[src/sv/i2cee_pkg.sv]
// Shared types and constants for the I2C EEPROM transfer sequencer.
// Holds the event and command codes, the one-hot phase type and the item structs.
// No dependencies; every other file of the block imports this package.
package i2cee_pkg;

	localparam int OP_W     = 2;
	localparam int OFFS_W   = 11;
	localparam int CNT_W    = 9;
	localparam int BYTE_W   = 8;
	localparam int ADDR_W   = 7;
	localparam int CMD_W    = 4;
	localparam int PHASE_W  = 10;

	localparam logic [ADDR_W-1:0] DEV_ADDR_RST = ADDR_W'(80);

	// Event codes on the request channel.
	localparam logic [OP_W-1:0] OP_START_WR = 2'd0;
	localparam logic [OP_W-1:0] OP_START_RD = 2'd1;
	localparam logic [OP_W-1:0] OP_DONE     = 2'd2;

	typedef enum logic [CMD_W-1:0] {
		CMD_NONE        = 4'd0,
		CMD_SEND_SINGLE = 4'd1,
		CMD_SEND_START  = 4'd2,
		CMD_SEND_CONT   = 4'd3,
		CMD_SEND_FINISH = 4'd4,
		CMD_RECV_SINGLE = 4'd5,
		CMD_RECV_START  = 4'd6,
		CMD_RECV_CONT   = 4'd7,
		CMD_RECV_FINISH = 4'd8
	} cmd_t;

	typedef enum logic [PHASE_W-1:0] {
		PH_IDLE        = 10'b00_0000_0001,
		PH_WRITE_NEXT  = 10'b00_0000_0010,
		PH_WRITE_FINAL = 10'b00_0000_0100,
		PH_SEND_ACK    = 10'b00_0000_1000,
		PH_WAIT_ACK    = 10'b00_0001_0000,
		PH_READ_ONE    = 10'b00_0010_0000,
		PH_READ_FIRST  = 10'b00_0100_0000,
		PH_READ_NEXT   = 10'b00_1000_0000,
		PH_READ_FINAL  = 10'b01_0000_0000,
		PH_READ_WAIT   = 10'b10_0000_0000
	} phase_t;

	typedef struct packed {
		logic [OP_W-1:0]   op;
		logic [OFFS_W-1:0] offset;
		logic [CNT_W-1:0]  count;
		logic [BYTE_W-1:0] tx_byte;
		logic [BYTE_W-1:0] rx_byte;
		logic              bus_error;
	} req_t;

	typedef struct packed {
		cmd_t              command;
		logic              set_address;
		logic [ADDR_W-1:0] slave_address;
		logic              read_not_write;
		logic              put_data;
		logic [BYTE_W-1:0] tx_data;
		logic              take_tx;
		logic              rx_valid;
		logic [BYTE_W-1:0] rx_data;
		logic              busy_res;
	} rsp_t;

endpackage

[src/sv/i2cee_if.sv]
// Channel interfaces of the I2C EEPROM transfer sequencer: request, response
// and configuration write, each with valid/ready and its payload.
// Depends on i2cee_pkg for the field widths.
interface i2cee_req_if import i2cee_pkg::*; ();
	logic              valid;
	logic              ready;
	logic [OP_W-1:0]   op;
	logic [OFFS_W-1:0] offset;
	logic [CNT_W-1:0]  count;
	logic [BYTE_W-1:0] tx_byte;
	logic [BYTE_W-1:0] rx_byte;
	logic              bus_error;

	modport source (output valid, op, offset, count, tx_byte, rx_byte, bus_error,
		input ready);
	modport sink (input valid, op, offset, count, tx_byte, rx_byte, bus_error,
		output ready);
endinterface

interface i2cee_rsp_if import i2cee_pkg::*; ();
	logic              valid;
	logic              ready;
	logic [CMD_W-1:0]  command;
	logic              set_address;
	logic [ADDR_W-1:0] slave_address;
	logic              read_not_write;
	logic              put_data;
	logic [BYTE_W-1:0] tx_data;
	logic              take_tx;
	logic              rx_valid;
	logic [BYTE_W-1:0] rx_data;
	logic              busy_res;

	modport source (output valid, command, set_address, slave_address, read_not_write,
		put_data, tx_data, take_tx, rx_valid, rx_data, busy_res, input ready);
	modport sink (input valid, command, set_address, slave_address, read_not_write,
		put_data, tx_data, take_tx, rx_valid, rx_data, busy_res, output ready);
endinterface

interface i2cee_cfg_if import i2cee_pkg::*; ();
	logic              valid;
	logic              ready;
	logic [ADDR_W-1:0] data;

	modport source (output valid, data, input ready);
	modport sink (input valid, data, output ready);
endinterface

[src/sv/i2c_eeprom_transfer_sequencer_core.sv]
// Top level of the I2C EEPROM transfer sequencer. Each request beat (a start
// of a write or read, or a transfer-done event from the I2C master) produces
// exactly one response beat with the command for the master, any slave
// address and data byte to hand over, and any byte read back for the caller.
// The block takes one request per clock while the response side keeps up: a
// request beat is registered, the step logic runs on it against the phase and
// byte counter, and the response lands in an output register.
// The device address register is written through the configuration channel,
// which is always ready, and must only be changed while the sequencer is idle.
// Depends on i2cee_pkg, the channel interfaces and i2cee_step.
module i2c_eeprom_transfer_sequencer_core import i2cee_pkg::*; (
	input logic          clk,
	input logic          arst_n,
	i2cee_cfg_if.sink    cfg,
	i2cee_req_if.sink    req,
	i2cee_rsp_if.source  rsp
);

	logic              valid_s1;
	req_t              item_s1;
	logic              valid_s2;
	rsp_t              res_s2;
	phase_t            phase_q;
	logic [CNT_W-1:0]  left_q;
	logic [ADDR_W-1:0] dev_addr_q;

	phase_t            nxt_phase;
	logic [CNT_W-1:0]  nxt_left;
	rsp_t              res;
	logic              adv;

	// Stage one moves into the response register when that register is free
	// or being emptied in the same cycle.
	assign adv       = valid_s1 && (!valid_s2 || rsp.ready);
	assign req.ready = !valid_s1 || adv;
	assign cfg.ready = 1'b1;

	always_ff @(posedge clk or negedge arst_n) begin
		if (!arst_n) begin
			dev_addr_q <= DEV_ADDR_RST;
		end else if (cfg.valid) begin
			dev_addr_q <= cfg.data;
		end
	end

	always_ff @(posedge clk or negedge arst_n) begin
		if (!arst_n) begin
			valid_s1 <= 1'b0;
		end else if (req.ready) begin
			valid_s1 <= req.valid;
		end
	end

	always_ff @(posedge clk) begin
		if (req.valid && req.ready) begin
			item_s1.op        <= req.op;
			item_s1.offset    <= req.offset;
			item_s1.count     <= req.count;
			item_s1.tx_byte   <= req.tx_byte;
			item_s1.rx_byte   <= req.rx_byte;
			item_s1.bus_error <= req.bus_error;
		end
	end

	i2cee_step u_step (
		.item      (item_s1),
		.phase     (phase_q),
		.left      (left_q),
		.dev_addr  (dev_addr_q),
		.nxt_phase (nxt_phase),
		.nxt_left  (nxt_left),
		.res       (res)
	);

	always_ff @(posedge clk or negedge arst_n) begin
		if (!arst_n) begin
			phase_q  <= PH_IDLE;
			left_q   <= '0;
			valid_s2 <= 1'b0;
		end else begin
			if (adv) begin
				phase_q <= nxt_phase;
				left_q  <= nxt_left;
			end
			if (adv) begin
				valid_s2 <= 1'b1;
			end else if (rsp.ready) begin
				valid_s2 <= 1'b0;
			end
		end
	end

	always_ff @(posedge clk) begin
		if (adv) begin
			res_s2 <= res;
		end
	end

	assign rsp.valid          = valid_s2;
	assign rsp.command        = res_s2.command;
	assign rsp.set_address    = res_s2.set_address;
	assign rsp.slave_address  = res_s2.slave_address;
	assign rsp.read_not_write = res_s2.read_not_write;
	assign rsp.put_data       = res_s2.put_data;
	assign rsp.tx_data        = res_s2.tx_data;
	assign rsp.take_tx        = res_s2.take_tx;
	assign rsp.rx_valid       = res_s2.rx_valid;
	assign rsp.rx_data        = res_s2.rx_data;
	assign rsp.busy_res       = res_s2.busy_res;

	// The busy flag of a beat reflects the phase that the same step left behind.
	a_busy_matches_phase: assert property (@(posedge clk) disable iff (!arst_n)
		adv |=> (res_s2.busy_res == (phase_q != PH_IDLE)))
		else $error("busy flag disagrees with the sequencer phase");

	// A start taken while idle always issues a write-direction address.
	a_start_sets_addr: assert property (@(posedge clk) disable iff (!arst_n)
		(adv && phase_q == PH_IDLE && (item_s1.op == OP_START_WR || item_s1.op == OP_START_RD))
		|=> (res_s2.set_address && !res_s2.read_not_write && res_s2.put_data))
		else $error("start beat did not issue the slave address");

	// Data taken from the request is always handed to the master.
	a_take_implies_put: assert property (@(posedge clk) disable iff (!arst_n)
		(valid_s2 && res_s2.take_tx) |-> res_s2.put_data)
		else $error("tx byte consumed without being sent");

	// A delivered read byte never coincides with an address issue.
	a_rx_no_addr: assert property (@(posedge clk) disable iff (!arst_n)
		(valid_s2 && res_s2.rx_valid) |-> !res_s2.set_address)
		else $error("read byte delivered on an address step");

endmodule

[src/sv/i2cee_step.sv]
// Next-state and command logic of the sequencer for one event beat.
// Purely combinational; the caller holds the phase and byte counter registers.
// Depends on i2cee_pkg.
module i2cee_step import i2cee_pkg::*; (
	input  req_t              item,
	input  phase_t            phase,
	input  logic [CNT_W-1:0]  left,
	input  logic [ADDR_W-1:0] dev_addr,
	output phase_t            nxt_phase,
	output logic [CNT_W-1:0]  nxt_left,
	output rsp_t              res
);

	logic [CNT_W-1:0] left_dec;
	logic [CNT_W-1:0] cnt;

	// The counter saturates at zero; a zero count means one byte.
	assign left_dec = (left != '0) ? left - CNT_W'(1) : left;
	assign cnt      = (item.count != '0) ? item.count : CNT_W'(1);

	always_comb begin
		nxt_phase = phase;
		nxt_left  = left;
		res       = '0;
		res.command = CMD_NONE;
		case (item.op)
			OP_START_WR, OP_START_RD: begin
				if (phase == PH_IDLE) begin
					nxt_left          = cnt;
					res.set_address   = 1'b1;
					res.slave_address = dev_addr | {{(ADDR_W-3){1'b0}}, item.offset[10:8]};
					res.put_data      = 1'b1;
					res.tx_data       = item.offset[BYTE_W-1:0];
					if (item.op == OP_START_WR) begin
						res.command = CMD_SEND_START;
						nxt_phase   = (cnt != CNT_W'(1)) ? PH_WRITE_NEXT : PH_WRITE_FINAL;
					end else begin
						res.command = CMD_SEND_SINGLE;
						nxt_phase   = (cnt == CNT_W'(1)) ? PH_READ_ONE : PH_READ_FIRST;
					end
				end
			end
			OP_DONE: begin
				case (phase)
					PH_WRITE_NEXT: begin
						res.put_data = 1'b1;
						res.tx_data  = item.tx_byte;
						res.take_tx  = 1'b1;
						res.command  = CMD_SEND_CONT;
						nxt_left     = left_dec;
						if (left_dec <= CNT_W'(1)) begin
							nxt_phase = PH_WRITE_FINAL;
						end
					end
					PH_WRITE_FINAL: begin
						res.put_data = 1'b1;
						res.tx_data  = item.tx_byte;
						res.take_tx  = 1'b1;
						res.command  = CMD_SEND_FINISH;
						nxt_left     = left_dec;
						nxt_phase    = PH_SEND_ACK;
					end
					PH_SEND_ACK, PH_WAIT_ACK: begin
						// A poll read that completes cleanly ends the write.
						if (phase == PH_WAIT_ACK && !item.bus_error) begin
							nxt_phase = PH_IDLE;
						end else begin
							res.set_address    = 1'b1;
							res.slave_address  = dev_addr;
							res.read_not_write = 1'b1;
							res.command        = CMD_RECV_SINGLE;
							nxt_phase          = PH_WAIT_ACK;
						end
					end
					PH_READ_ONE: begin
						res.set_address    = 1'b1;
						res.slave_address  = dev_addr;
						res.read_not_write = 1'b1;
						res.command        = CMD_RECV_SINGLE;
						nxt_phase          = PH_READ_WAIT;
					end
					PH_READ_FIRST: begin
						res.set_address    = 1'b1;
						res.slave_address  = dev_addr;
						res.read_not_write = 1'b1;
						res.command        = CMD_RECV_START;
						nxt_phase          = (left <= CNT_W'(2)) ? PH_READ_FINAL : PH_READ_NEXT;
					end
					PH_READ_NEXT: begin
						res.rx_valid = 1'b1;
						res.rx_data  = item.rx_byte;
						res.command  = CMD_RECV_CONT;
						nxt_left     = left_dec;
						if (left_dec <= CNT_W'(2)) begin
							nxt_phase = PH_READ_FINAL;
						end
					end
					PH_READ_FINAL: begin
						res.rx_valid = 1'b1;
						res.rx_data  = item.rx_byte;
						res.command  = CMD_RECV_FINISH;
						nxt_left     = left_dec;
						nxt_phase    = PH_READ_WAIT;
					end
					PH_READ_WAIT: begin
						res.rx_valid = 1'b1;
						res.rx_data  = item.rx_byte;
						nxt_left     = left_dec;
						nxt_phase    = PH_IDLE;
					end
					default: begin
						nxt_phase = PH_IDLE;
					end
				endcase
			end
			default: begin
			end
		endcase
		res.busy_res = (nxt_phase != PH_IDLE);
	end

endmodule
[src/flat_wrapper.sv]
// flat-port wrapper written by rule: the top's interface ports become plain ports
module i2c_eeprom_transfer_sequencer_core_flat import i2cee_pkg::*;
  (clk, arst_n, cfg_valid, cfg_data, cfg_ready, req_valid, req_op, req_offset, req_count, req_tx_byte, req_rx_byte, req_bus_error, req_ready, rsp_valid, rsp_command, rsp_set_address, rsp_slave_address, rsp_read_not_write, rsp_put_data, rsp_tx_data, rsp_take_tx, rsp_rx_valid, rsp_rx_data, rsp_busy_res, rsp_ready);
  i2cee_cfg_if cfg_i ();
  i2cee_req_if req_i ();
  i2cee_rsp_if rsp_i ();
  input logic clk;
  input logic arst_n;
  input wire logic [$bits(cfg_i.valid)-1:0] cfg_valid;
  input wire logic [$bits(cfg_i.data)-1:0] cfg_data;
  output wire logic [$bits(cfg_i.ready)-1:0] cfg_ready;
  input wire logic [$bits(req_i.valid)-1:0] req_valid;
  input wire logic [$bits(req_i.op)-1:0] req_op;
  input wire logic [$bits(req_i.offset)-1:0] req_offset;
  input wire logic [$bits(req_i.count)-1:0] req_count;
  input wire logic [$bits(req_i.tx_byte)-1:0] req_tx_byte;
  input wire logic [$bits(req_i.rx_byte)-1:0] req_rx_byte;
  input wire logic [$bits(req_i.bus_error)-1:0] req_bus_error;
  output wire logic [$bits(req_i.ready)-1:0] req_ready;
  output wire logic [$bits(rsp_i.valid)-1:0] rsp_valid;
  output wire logic [$bits(rsp_i.command)-1:0] rsp_command;
  output wire logic [$bits(rsp_i.set_address)-1:0] rsp_set_address;
  output wire logic [$bits(rsp_i.slave_address)-1:0] rsp_slave_address;
  output wire logic [$bits(rsp_i.read_not_write)-1:0] rsp_read_not_write;
  output wire logic [$bits(rsp_i.put_data)-1:0] rsp_put_data;
  output wire logic [$bits(rsp_i.tx_data)-1:0] rsp_tx_data;
  output wire logic [$bits(rsp_i.take_tx)-1:0] rsp_take_tx;
  output wire logic [$bits(rsp_i.rx_valid)-1:0] rsp_rx_valid;
  output wire logic [$bits(rsp_i.rx_data)-1:0] rsp_rx_data;
  output wire logic [$bits(rsp_i.busy_res)-1:0] rsp_busy_res;
  input wire logic [$bits(rsp_i.ready)-1:0] rsp_ready;
  assign cfg_i.valid = cfg_valid;
  assign cfg_i.data = cfg_data;
  assign cfg_ready = cfg_i.ready;
  assign req_i.valid = req_valid;
  assign req_i.op = req_op;
  assign req_i.offset = req_offset;
  assign req_i.count = req_count;
  assign req_i.tx_byte = req_tx_byte;
  assign req_i.rx_byte = req_rx_byte;
  assign req_i.bus_error = req_bus_error;
  assign req_ready = req_i.ready;
  assign rsp_valid = rsp_i.valid;
  assign rsp_command = rsp_i.command;
  assign rsp_set_address = rsp_i.set_address;
  assign rsp_slave_address = rsp_i.slave_address;
  assign rsp_read_not_write = rsp_i.read_not_write;
  assign rsp_put_data = rsp_i.put_data;
  assign rsp_tx_data = rsp_i.tx_data;
  assign rsp_take_tx = rsp_i.take_tx;
  assign rsp_rx_valid = rsp_i.rx_valid;
  assign rsp_rx_data = rsp_i.rx_data;
  assign rsp_busy_res = rsp_i.busy_res;
  assign rsp_i.ready = rsp_ready;
  i2c_eeprom_transfer_sequencer_core u_core (.clk(clk), .arst_n(arst_n), .cfg(cfg_i), .req(req_i), .rsp(rsp_i));
endmodule
[config.mk]
export PLATFORM = sky130hd
export DESIGN_NAME = i2c_eeprom_transfer_sequencer_core_flat
export DESIGN_NICKNAME = d
export VERILOG_FILES = /design/src/sv/i2cee_pkg.sv /design/src/sv/i2cee_if.sv /design/src/sv/i2c_eeprom_transfer_sequencer_core.sv /design/src/sv/i2cee_step.sv /design/src/flat_wrapper.sv
export SDC_FILE = /design/constraint.sdc
export NUM_CORES = 1
export LEC_CHECK = 0
export BUFFER_PORTS_ARGS = -buffer_cell sky130_fd_sc_hd__buf_2
export CAP_MARGIN = 40
export CORE_MARGIN = 2
export CORE_UTILIZATION = 30
export DETAILED_ROUTE_END_ITERATION = 10
export GPL_TIMING_DRIVEN = 0
export PLACE_DENSITY = 0.5
export SLEW_MARGIN = 25
export SYNTH_ARGS = -nofsm -noshare
export SYNTH_HDL_FRONTEND = slang
export SYNTH_SLANG_ARGS = --single-unit
[constraint.sdc]
create_clock -name clk -period 3.4 [get_ports clk]
set_input_delay 0.34 -clock clk [delete_from_list [all_inputs] [get_ports clk]]
set_output_delay 0.34 -clock clk [all_outputs]
set_load 0.01 [all_outputs]
==> results of run 1 <==
-- cells in the mapped netlist (3+ instances only) --
| cell | count |
|---|---|
| nor2b_1 | 9 |
| nand2_1 | 22 |
| nor4_2 | 4 |
| dfrtp_1 | 25 |
| ha_1 | 4 |
| nor2_1 | 33 |
| o22a_1 | 3 |
| nor3b_1 | 3 |
| o21ai_1 | 7 |
| dfstp_2 | 3 |
| nor4_1 | 7 |
| o211ai_1 | 4 |
| nand2b_1 | 8 |
| a22o_1 | 9 |
| xor2_1 | 3 |
| a22oi_1 | 3 |
| nor3_1 | 6 |
| clkbuf_1 | 9 |
| buf_6 | 3 |
| mux2_2 | 8 |
| or4_4 | 3 |
| a21oi_1 | 13 |
| nand4_1 | 4 |
| o21ai_0 | 10 |
| edfxtp_1 | 72 |
| a31oi_1 | 6 |
| and2_1 | 12 |
| inv_1 | 10 |
| buf_2 | 4 |
-- registers in the layout (all words and copies together), names as in the netlist --
signal,count
u_core.rsp.slave_address,7
u_core.valid_s1,1
u_core.phase_q,10
u_core.rsp.command,4
u_core.rsp.valid,1
u_core.rsp.put_data,1
u_core.rsp.rx_valid,1
u_core.rsp.set_address,1
u_core.rsp.busy_res,1
u_core.rsp.rx_data,8
u_core.rsp.tx_data,8
u_core.rsp.take_tx,1
u_core.dev_addr_q,7
u_core.item_s1,39
u_core.left_q,9
u_core.rsp.read_not_write,1
-- worst paths after layout --
check / start / end / slack, ns / depth (start not counted)
max: u_core.left_q[1] / u_core.rsp.busy_res / 0.57 / 8
min: arst_n / u_core.left_q[5] / 0.03 / 1
max reg2reg: u_core.left_q[1] / u_core.rsp.busy_res / 0.57 / 8
min reg2reg: u_core.dev_addr_q[5] / u_core.dev_addr_q[5] / 0.51 / 1
max in group asynchronous: arst_n / u_core.dev_addr_q[3] / 2.90 / 1
min in group clk: req_op[0] / u_core.item_s1[37] / 0.16 / 1
-- power breakdown --
group | internal, mW | total [mW] | switching, mW
logic | 0.323 | 0.793 | 0.470
clock network | 0.576 | 1.04 | 0.467
registers | 1.46 | 1.58 | 0.114
-- critical path: stages (launching register included) --
cell       delay, ns
dfrtp_1         0.50
inv_1           0.11
ha_1            0.23
nor2b_1         0.19
a2111oi_2       0.51
o211ai_1        0.23
a211oi_2        0.31
a2bb2oi_1       0.30
nand4_1         0.17
-- logic make-up (layout without fill, tap and decap cells) --
kind of cell / count (synthesis) / in the layout / share of synthesized area, %
compound gates: 84 / 84 / 13.3
xor+xnor: 3 / 3 / 0.575
fa+ha+maj: 4 / 4 / 1.10
buf+inv: 29 / 131 / 3.07
flops: 100 / 100 / 62.7
mux: 11 / 11 / 2.68
other cells: 1 / 1 / 0.0821
simple gates: 128 / 128 / 16.5
-- stage by stage --
step	setup WS, ns	power [mW]	hold slack, ns
after floorplan	1.04	2.14	0.0444
after global placement	0.549	2.37	0.430
after detailed placement	0.587	2.39	0.435
after CTS	0.565	3.45	0.0533
after global routing	0.421	3.59	0.0781
final	0.574	3.41	0.0339
-- final cells by class --
class,count,area [µm²]
tap,188,235
buffer,19,103
fill,1460,9460
clock buffer,9,225
multi-input combinational,231,1560
inverter,10,37.5
timing repair buffer,86,468
clock inverter,7,75.1
sequential,100,2870
-- layer usage --
metal	share of wire (%)	vias up	GRT usage (%)
met5	0	-	0
met4	1.2	0	3.81
met3	7.9	11	5.44
met2	48	112	21.5
li1	-	1559	-
met1	43	1574	17.3
==> results.cfg, run 1 <==
[route]
wl_um = 10600
wl_per_cell_um = 16.4
num_vias = 3256
drt_pass1_iterations = 5
drt_iter0_markers = 209
drtAntennaViolNets = 0
drc = 0
vias_per_cell = 5.01

[layout]
num-nets-final = 512
antenna_cells = 0
layout_commonest_cell = buf_2
area_growth_pct = 22.0
final_cell_mix = 88 x buf_2, 72 x edfxtp_1, 33 x nor2_1, 25 x dfrtp_1, 22 x nand2_1
layout-drive-gt1-share_pct = 30.5
fin_area_um2 = 5570
layout.cells.non_filler = 650
fin_util_pct = 37.1

[sta]
finClkSkew_ns = 0.00842
setup_viol_count_final = 0
period_share_pct = 83.1
worst_pin_slew_ns = 0.789
finalSetupTns_ns = 0
maxSlewHeadroom_pct = 46.9
rsz0062_at_grt = no
hold_viol_final = 0
slew_violations = 0
min_period_ns = 2.83
timing.fmax_mhz = 354

[clock_network]
ctsHoldBuffers = 0
h-tree-depth = 3
post-cts-setup-buffers = 0
post_cts_resized = 0
cts_made_buffers = 9
clk_pin_slew_ns = 0.07
root_buffer = clkbuf_16
clock-sinks = 100
clk_latency_ns = 0.35
cts_tree = built
clock_path_buffers = 2

[setup_path]
required_ns = 3.47
path_class = reg2reg
crit_path_start_kind = flop
crit_fanout = 8
cp.arrival_ns = 2.90
cp-end-kind = flop

[global_routing]
antenna_found_initial = 0
grt_max_degree = 29
grt_pass1_wl_um = 17100
grt.overflow.total = 0
grt_usage_pct = 13.6
grt_pass1_vias = 3251

[synthesis]
synth_ff_type = edfxtp_1
synthArstFlopShare_pct = 28.0
syn_area_um2 = 4570
yosys.area.top_type = edfxtp_1
ys_warn_count = 0
synth_area_leaders = edfxtp_1 47%, dfrtp_1 14%, nor2_1 2.7%, mux2_2 2.0%, nand2_1 1.8%
syn_avg_cell_area_um2 = 12.7
syn-num-nets = 415
synth_edf_count = 72
synth_top_area_share_pct = 47.3
synth-seq-cells = 100
ys_seq_area_share_pct = 62.7
synthesis.instances = 360
post_synth_num_cell_types = 70

[placement]
portBuffers = 84
dp_hpwl_um = 7680
place_area_um2 = 5270
placed_cells = 634
routabilityCongestion = 0.866

[floorplan]
pin_count = 87
start_util_pct = 30.4
fp.coreArea_um2 = 15000
die_h_um = 127
die_w_um = 127
dieArea_um2 = 16200
rows = 45

[pwr]
total_leakage_power_nw = 2.14
ir_drop_mv = 0.333
power_density_nw_per_um2 = 612

[worst_hold_path]
hold_path.class = in2async

[job]
max_cap_viol_count = 0

[run_status]
outcome = finished, final reports clean
(Power assumes the default switching activity.)
==> run 2: changes to the inputs <==
--- a/config.mk
+++ b/config.mk
@@ -5,13 +5,14 @@
 export SDC_FILE = /design/constraint.sdc
 export NUM_CORES = 1
 export LEC_CHECK = 0
+export ABC_AREA = 1
 export BUFFER_PORTS_ARGS = -buffer_cell sky130_fd_sc_hd__buf_2
 export CAP_MARGIN = 40
 export CORE_MARGIN = 2
 export CORE_UTILIZATION = 30
 export DETAILED_ROUTE_END_ITERATION = 10
 export GPL_TIMING_DRIVEN = 0
-export PLACE_DENSITY = 0.5
+export PLACE_DENSITY = 0.52
 export SLEW_MARGIN = 25
 export SYNTH_ARGS = -nofsm -noshare
 export SYNTH_HDL_FRONTEND = slang
==> constraint.sdc (replaced) <==
create_clock -name clk -period 2.5 [get_ports clk]
set_input_delay 0.25 -clock clk [delete_from_list [all_inputs] [get_ports clk]]
set_output_delay 0.25 -clock clk [all_outputs]
set_load 0.01 [all_outputs]
==> run 2 against run 1 <==
Against the previous run:
- first-iteration DRC count shrank 38%
- via count up 8.5%
- critical path type unchanged
- largest cell class unchanged
- hold slack improved by 0.036 ns
- largest power group unchanged
- wire length rose by 2.1%
- clock-buffer cell count increased by 1
- global-route usage up 0.071 points
==> results.cfg, run 2 <==
[layout]
largest-register = u_core.item_s1
area_growth_pct = 24.6
num-nets-final = 622
fin_area_um2 = 5760
fillers = 1474
multi_input_area_um2 = 1530
layout-drive-gt1-share_pct = 30.1
largest_reg_flops = 39
final_cell_mix = 88 x nand2_1, 87 x buf_2, 72 x edfxtp_1, 53 x inv_1, 52 x nor2_1
antenna_cells = 0
regArea_um2 = 2870
layout_commonest_cell = nand2_1
layout.cells.non_filler = 760
top_regs = u_core.item_s1: 39 flops, u_core.phase_q: 10 flops, u_core.left_q: 9 flops

[setup_path]
path_class = reg2reg
slowest_stage = dfrtp_1
ff2ff_path_depth = 15
crit_top_cell = nand2_1
crit_fanout = 7
path_depth = 15
required_ns = 2.59
crit_path_start_kind = flop
critPathTopFamily = simple AND/OR/NAND/NOR gates
path_buf_inv = 2
worstPathCellList = inv_2, ha_1, inv_1, nor2_1, nand3_2, o21ai_2, nand3_2, nor2_4, nand2_2, nand2_1, nand2_1, nand2_1, nand3_1, nor2_2, nand3_1
cp-end-kind = flop
slowest_delay_ns = 0.41
cp.arrival_ns = 2.45

[synthesis]
ys_seq_area_share_pct = 62.0
yosys.area.top_type = edfxtp_1
syn_avg_cell_area_um2 = 10.1
synth_ff_type = edfxtp_1
synth-seq-cells = 100
synth_top_area_share_pct = 46.7
ys_warn_count = 0
synth_common_cells = 92 x nand2_1, 72 x edfxtp_1, 56 x inv_1
syn-num-nets = 514
yosysMostFrequentCell = nand2_1
synthesis.instances = 459
post_synth_num_cell_types = 41
synth_edf_count = 72
synth_area_leaders = edfxtp_1 47%, dfrtp_1 14%, nand2_1 7.5%, inv_1 4.5%, nor2_1 4.3%
synthArstFlopShare_pct = 28.0
syn_area_um2 = 4630

[sta]
timing.fmax_mhz = 422
worst_pin_slew_ns = 0.724
min_period_ns = 2.37
hold_viol_final = 0
setup_viol_count_final = 0
finClkSkew_ns = 0.00956
period_share_pct = 94.7
maxSlewHeadroom_pct = 51.7
slew_violations = 0

[floorplan]
die_h_um = 128
fp.coreArea_um2 = 15100
pin_count = 87
dieArea_um2 = 16400
start_util_pct = 30.5
die_w_um = 128
rows = 45

[worst_hold_path]
hold_path_depth = 1
hold_path.class = in2reg

[global_routing]
grt_max_degree = 35
grt_usage_pct = 13.7
antenna_found_initial = 0
grt.overflow.total = 0
grt_pass1_vias = 3390
grt_pass1_wl_um = 17100

[pwr]
internal_power_mw = 3.51
power_density_nw_per_um2 = 947
ir_drop_mv = 0.446
total_leakage_power_nw = 2.58
power_switching_mw = 1.95
clkPwrFrac_pct = 24.8
power_switching_share_pct = 35.7
seqPwrFrac_pct = 42.0
p_comb_share_pct = 33.2

[route]
vias_per_cell = 4.65
drt_iter0_markers = 130
drc = 0
drt_pass1_iterations = 4
wl_um = 10900
drtAntennaViolNets = 0
num_vias = 3534
wl_per_cell_um = 14.3

[clock_network]
clock-sinks = 100
clk_pin_slew_ns = 0.07
h-tree-depth = 3
clock_path_buffers = 2
clk_latency_ns = 0.35
root_buffer = clkbuf_16
cts_tree = built
cts_made_buffers = 9

[job]
max_cap_viol_count = 0

[placement]
portBuffers = 85
placed_cells = 734
routabilityCongestion = 0.921
dp_hpwl_um = 8000
place_area_um2 = 5330

[run_status]
outcome = finished, final reports clean
-- run 2: power by group through the flow --
stage	Sequential, mW	Clock, mW	Combinational, mW
finish	2.29	1.35	1.81
global route	2.33	1.47	2.03
CTS	2.30	1.40	1.61
detailed placement	2.32	0	1.57
global placement	2.32	0	1.54
floorplan	2.30	0	1.11
-- run 2: repair_timing --
action                                  in CTS  in global routing
pin swaps                                    0                  6
gates cloned                                 0                  0
endpoints found under the setup margin       1                  1
gates resized for setup                      2                 18
hold buffers                                 1                  0
buffers inserted                             2                  7
endpoints found under the hold margin       25                  0
-- run 2: kinds of logic after synthesis --
group | after synthesis | share of synthesized area, %
AO/OA/AOI/OAI | 68 | 9.63
XOR/XNOR | 2 | 0.379
adder cells (fa/ha/maj) | 4 | 1.08
buffers and inverters | 73 | 6.38
flip-flops | 100 | 62.0
other | 1 | 0.0811
AND/OR/NAND/NOR | 211 | 20.5
-- run 2: area by class of cell --
| class | count | area share [%] |
|---|---|---|
| sequential | 100 | 49.8 |
| clock buffer | 10 | 3.97 |
| buffer | 8 | 0.825 |
| timing repair buffer | 97 | 9.55 |
| inverter | 65 | 4.30 |
| tap | 188 | 4.08 |
| clock inverter | 6 | 0.977 |
| multi-input combinational | 286 | 26.5 |
-- run 2: routing by layer --
metal	GRT usage, %	part of all wire (%)	vias up
met5	0	0	-
met4	6.53	2.1	0
met1	17.2	45	1666
met2	21.4	47	89
li1	-	-	1762
met3	4.22	5.8	17
-- run 2: metrics by stage --
step	util [%]	power, mW	TNS [ns]	hold WS (ns)	setup slack [ns]
5_1_grt	38.1	5.83	-0.0626	0.0529	-0.0626
6_report	38.1	5.46	0	0.0703	0.133
3_3_place_gp	34.9	3.86	-0.130	0.345	-0.130
3_5_place_dp	35.2	3.90	-0.121	0.351	-0.121
2_1_floorplan	-	3.41	0	-0.0456	0.422
4_1_cts	37.3	5.31	0	0.0522	0.0229
-- run 2: worst paths after layout --
check | from | end | slack, ns
setup / recovery | u_core.left_q[0] | u_core.rsp.busy_res | 0.13
hold / removal | req_rx_byte[7] | u_core.item_s1[8] | 0.07
setup reg to reg | u_core.left_q[0] | u_core.rsp.busy_res | 0.13
hold reg to reg | u_core.dev_addr_q[4] | u_core.dev_addr_q[4] | 0.49
max in group asynchronous | arst_n | u_core.left_q[1] | 1.51
min in group asynchronous | arst_n | u_core.left_q[3] | 0.49
==> run 3: changes to the inputs <==
--- a/config.mk
+++ b/config.mk
@@ -9,10 +9,11 @@
 export BUFFER_PORTS_ARGS = -buffer_cell sky130_fd_sc_hd__buf_2
 export CAP_MARGIN = 40
 export CORE_MARGIN = 2
-export CORE_UTILIZATION = 30
+export CORE_UTILIZATION = 40
 export DETAILED_ROUTE_END_ITERATION = 10
 export GPL_TIMING_DRIVEN = 0
-export PLACE_DENSITY = 0.52
+export PLACE_DENSITY = 0.65
+export SETUP_SLACK_MARGIN = 0.15
 export SLEW_MARGIN = 25
 export SYNTH_ARGS = -nofsm -noshare
 export SYNTH_HDL_FRONTEND = slang
==> run 3 against run 2 <==
Against the previous run:
- clock power about the same
- largest cell class unchanged
- clock-buffer cell count fell by 1
- largest power group unchanged
- critical endpoint unchanged
- final cell count down 5.0%
- hold slack about the same
- sequential share of layout area fell by 0.39 points
- first-iteration DRC count increased by 120%
==> results.cfg, run 3 (synthesis gave the netlist of run 2 again) <==
[layout]
area_growth_pct = 25.6
antenna_cells = 0
num-nets-final = 629
layout-drive-gt1-share_pct = 33.0
top_regs = u_core.item_s1: 39 flops, u_core.phase_q: 10 flops, u_core.left_q: 9 flops
fillers = 1003
multi_input_area_um2 = 1570
largest_reg_flops = 39
layout.cells.non_filler = 722
regArea_um2 = 2870
largest-register = u_core.item_s1
final_cell_mix = 87 x nand2_1, 87 x buf_2, 72 x edfxtp_1, 51 x inv_1, 47 x nor2_1

[sta]
maxSlewHeadroom_pct = 48.2
rsz0062_at_grt = no
min_period_ns = 2.29
finalSetupTns_ns = 0
period_share_pct = 91.7
slew_violations = 0
setup_viol_count_final = 0
timing.fmax_mhz = 436
hold_viol_final = 0
worst_pin_slew_ns = 0.776
finClkSkew_ns = 0.00825

[floorplan]
die_w_um = 112
fp.coreArea_um2 = 11400
rows = 39
die_h_um = 112
start_util_pct = 40.7
pin_count = 87
dieArea_um2 = 12400

[job]
max_cap_viol_count = 0

[worst_hold_path]
hold_path.class = in2reg

[pwr]
ir_drop_mv = 0.398
power_mw = 5.63
power_switching_share_pct = 37.0
seqPwrFrac_pct = 40.8
total_leakage_power_nw = 2.61
power_density_nw_per_um2 = 969
p_comb_share_pct = 35.3
clkPwrFrac_pct = 23.9
power_switching_mw = 2.08
internal_power_mw = 3.55

[run_status]
outcome = finished, final reports clean

[clock_network]
clock_path_buffers = 2
cts_tree = built
root_buffer = clkbuf_16
clock-sinks = 100
h-tree-depth = 3
clk_pin_slew_ns = 0.07
clk_latency_ns = 0.35
cts_made_buffers = 9

[setup_path]
cp.arrival_ns = 2.39
crit_path_start_kind = flop
rrSetupSlack_ns = 0.21
required_ns = 2.60
path_class = reg2reg
cp-end-kind = flop
crit_fanout = 5

[placement]
dp_hpwl_um = 7220
routabilityCongestion = 0.926
placed_cells = 688
portBuffers = 85

[global_routing]
grt_usage_pct = 16.3
grt_max_degree = 40
antenna_found_initial = 0
grt_pass1_wl_um = 16200
grt_pass1_vias = 3433
grt.overflow.total = 0

[route]
wl_per_cell_um = 14.4
drc = 0
num_vias = 3663
drtAntennaViolNets = 0
drt_iter0_markers = 281
wl_um = 10400
drt_pass1_iterations = 6
vias_per_cell = 5.07
## run 3: cell types whose count changed in the layout (fill, tap and decap cells not counted), moves of 3 or more
cell	before	now
nor2_1	52	47
clkinv_2	4	1
buf_4	11	17
nor2_2	6	10
## run 3: power by group through the flow
stage	clock network, mW	logic [mW]	registers [mW]
after global routing	1.44	2.20	2.33
final	1.34	1.99	2.30
after floorplan	0	1.11	2.30
after global placement	0	1.49	2.31
after detailed placement	0	1.54	2.31
after CTS	1.38	1.55	2.29
## run 3: stage by stage
stage | setup WS (ns) | instance area [µm²] | utilization (%) | hold slack, ns
floorplan | 0.422 | 4630 | - | -0.0456
global placement | 0.0391 | 5230 | 46.0 | 0.323
detailed placement | 0.0402 | 5260 | 46.2 | 0.322
CTS | 0.166 | 5560 | 48.9 | 0.0544
global route | 0.0765 | 5810 | 51.1 | 0.0549
finish | 0.208 | 5810 | 51.1 | 0.0702
## run 3: final timing paths
kind,cells after the start,endpoint,start
hold reg to reg,2,u_core.dev_addr_q[6],u_core.dev_addr_q[6]
max in group asynchronous,2,u_core.left_q[3],arst_n
setup reg to reg,14,u_core.rsp.busy_res,u_core.left_q[1]
hold / removal,1,u_core.item_s1[3],req_rx_byte[2]
setup / recovery,14,u_core.rsp.busy_res,u_core.left_q[1]
min in group asynchronous,2,u_core.left_q[8],arst_n
## run 3: cell type report
class                      instances  share of cell area (%)
sequential                       100                    49.4
multi-input combinational        286                    27.0
clock inverter                     7                    1.18
inverter                          65                    4.26
tap                              143                    3.08
buffer                             8                   0.818
clock buffer                       9                    3.88
timing repair buffer             104                    10.4
## run 3: timing repair
item,CTS,global route
pin swaps,0,23
buffers inserted,0,17
endpoints found under the setup margin,1,2
hold buffers,1,0
hold endpoints to repair,25,0
gates resized for setup,2,32
## run 3: worst max-delay path: stages (launching register included)
cell and delay, ns:
dfrtp_2 0.45, inv_2 0.09, ha_2 0.18, inv_2 0.05, nor2_2 0.14, nand3_4 0.11
nand2_2 0.10, o21ai_2 0.07, or2_1 0.26, nand3_1 0.08, nand2_1 0.05, nand2_1 0.08
nand4_1 0.12, nor2_1 0.16, nand3_1 0.09
## run 3: per-layer routing
metal | vias to the layer above | track usage, % | wire length, µm
li1 | 1772 | - | -
met1 | 1729 | 20.8 | 4430
met2 | 139 | 26.3 | 5010
met3 | 23 | 4.52 | 701
met4 | 0 | 7.16 | 255
met5 | - | 0 | 0
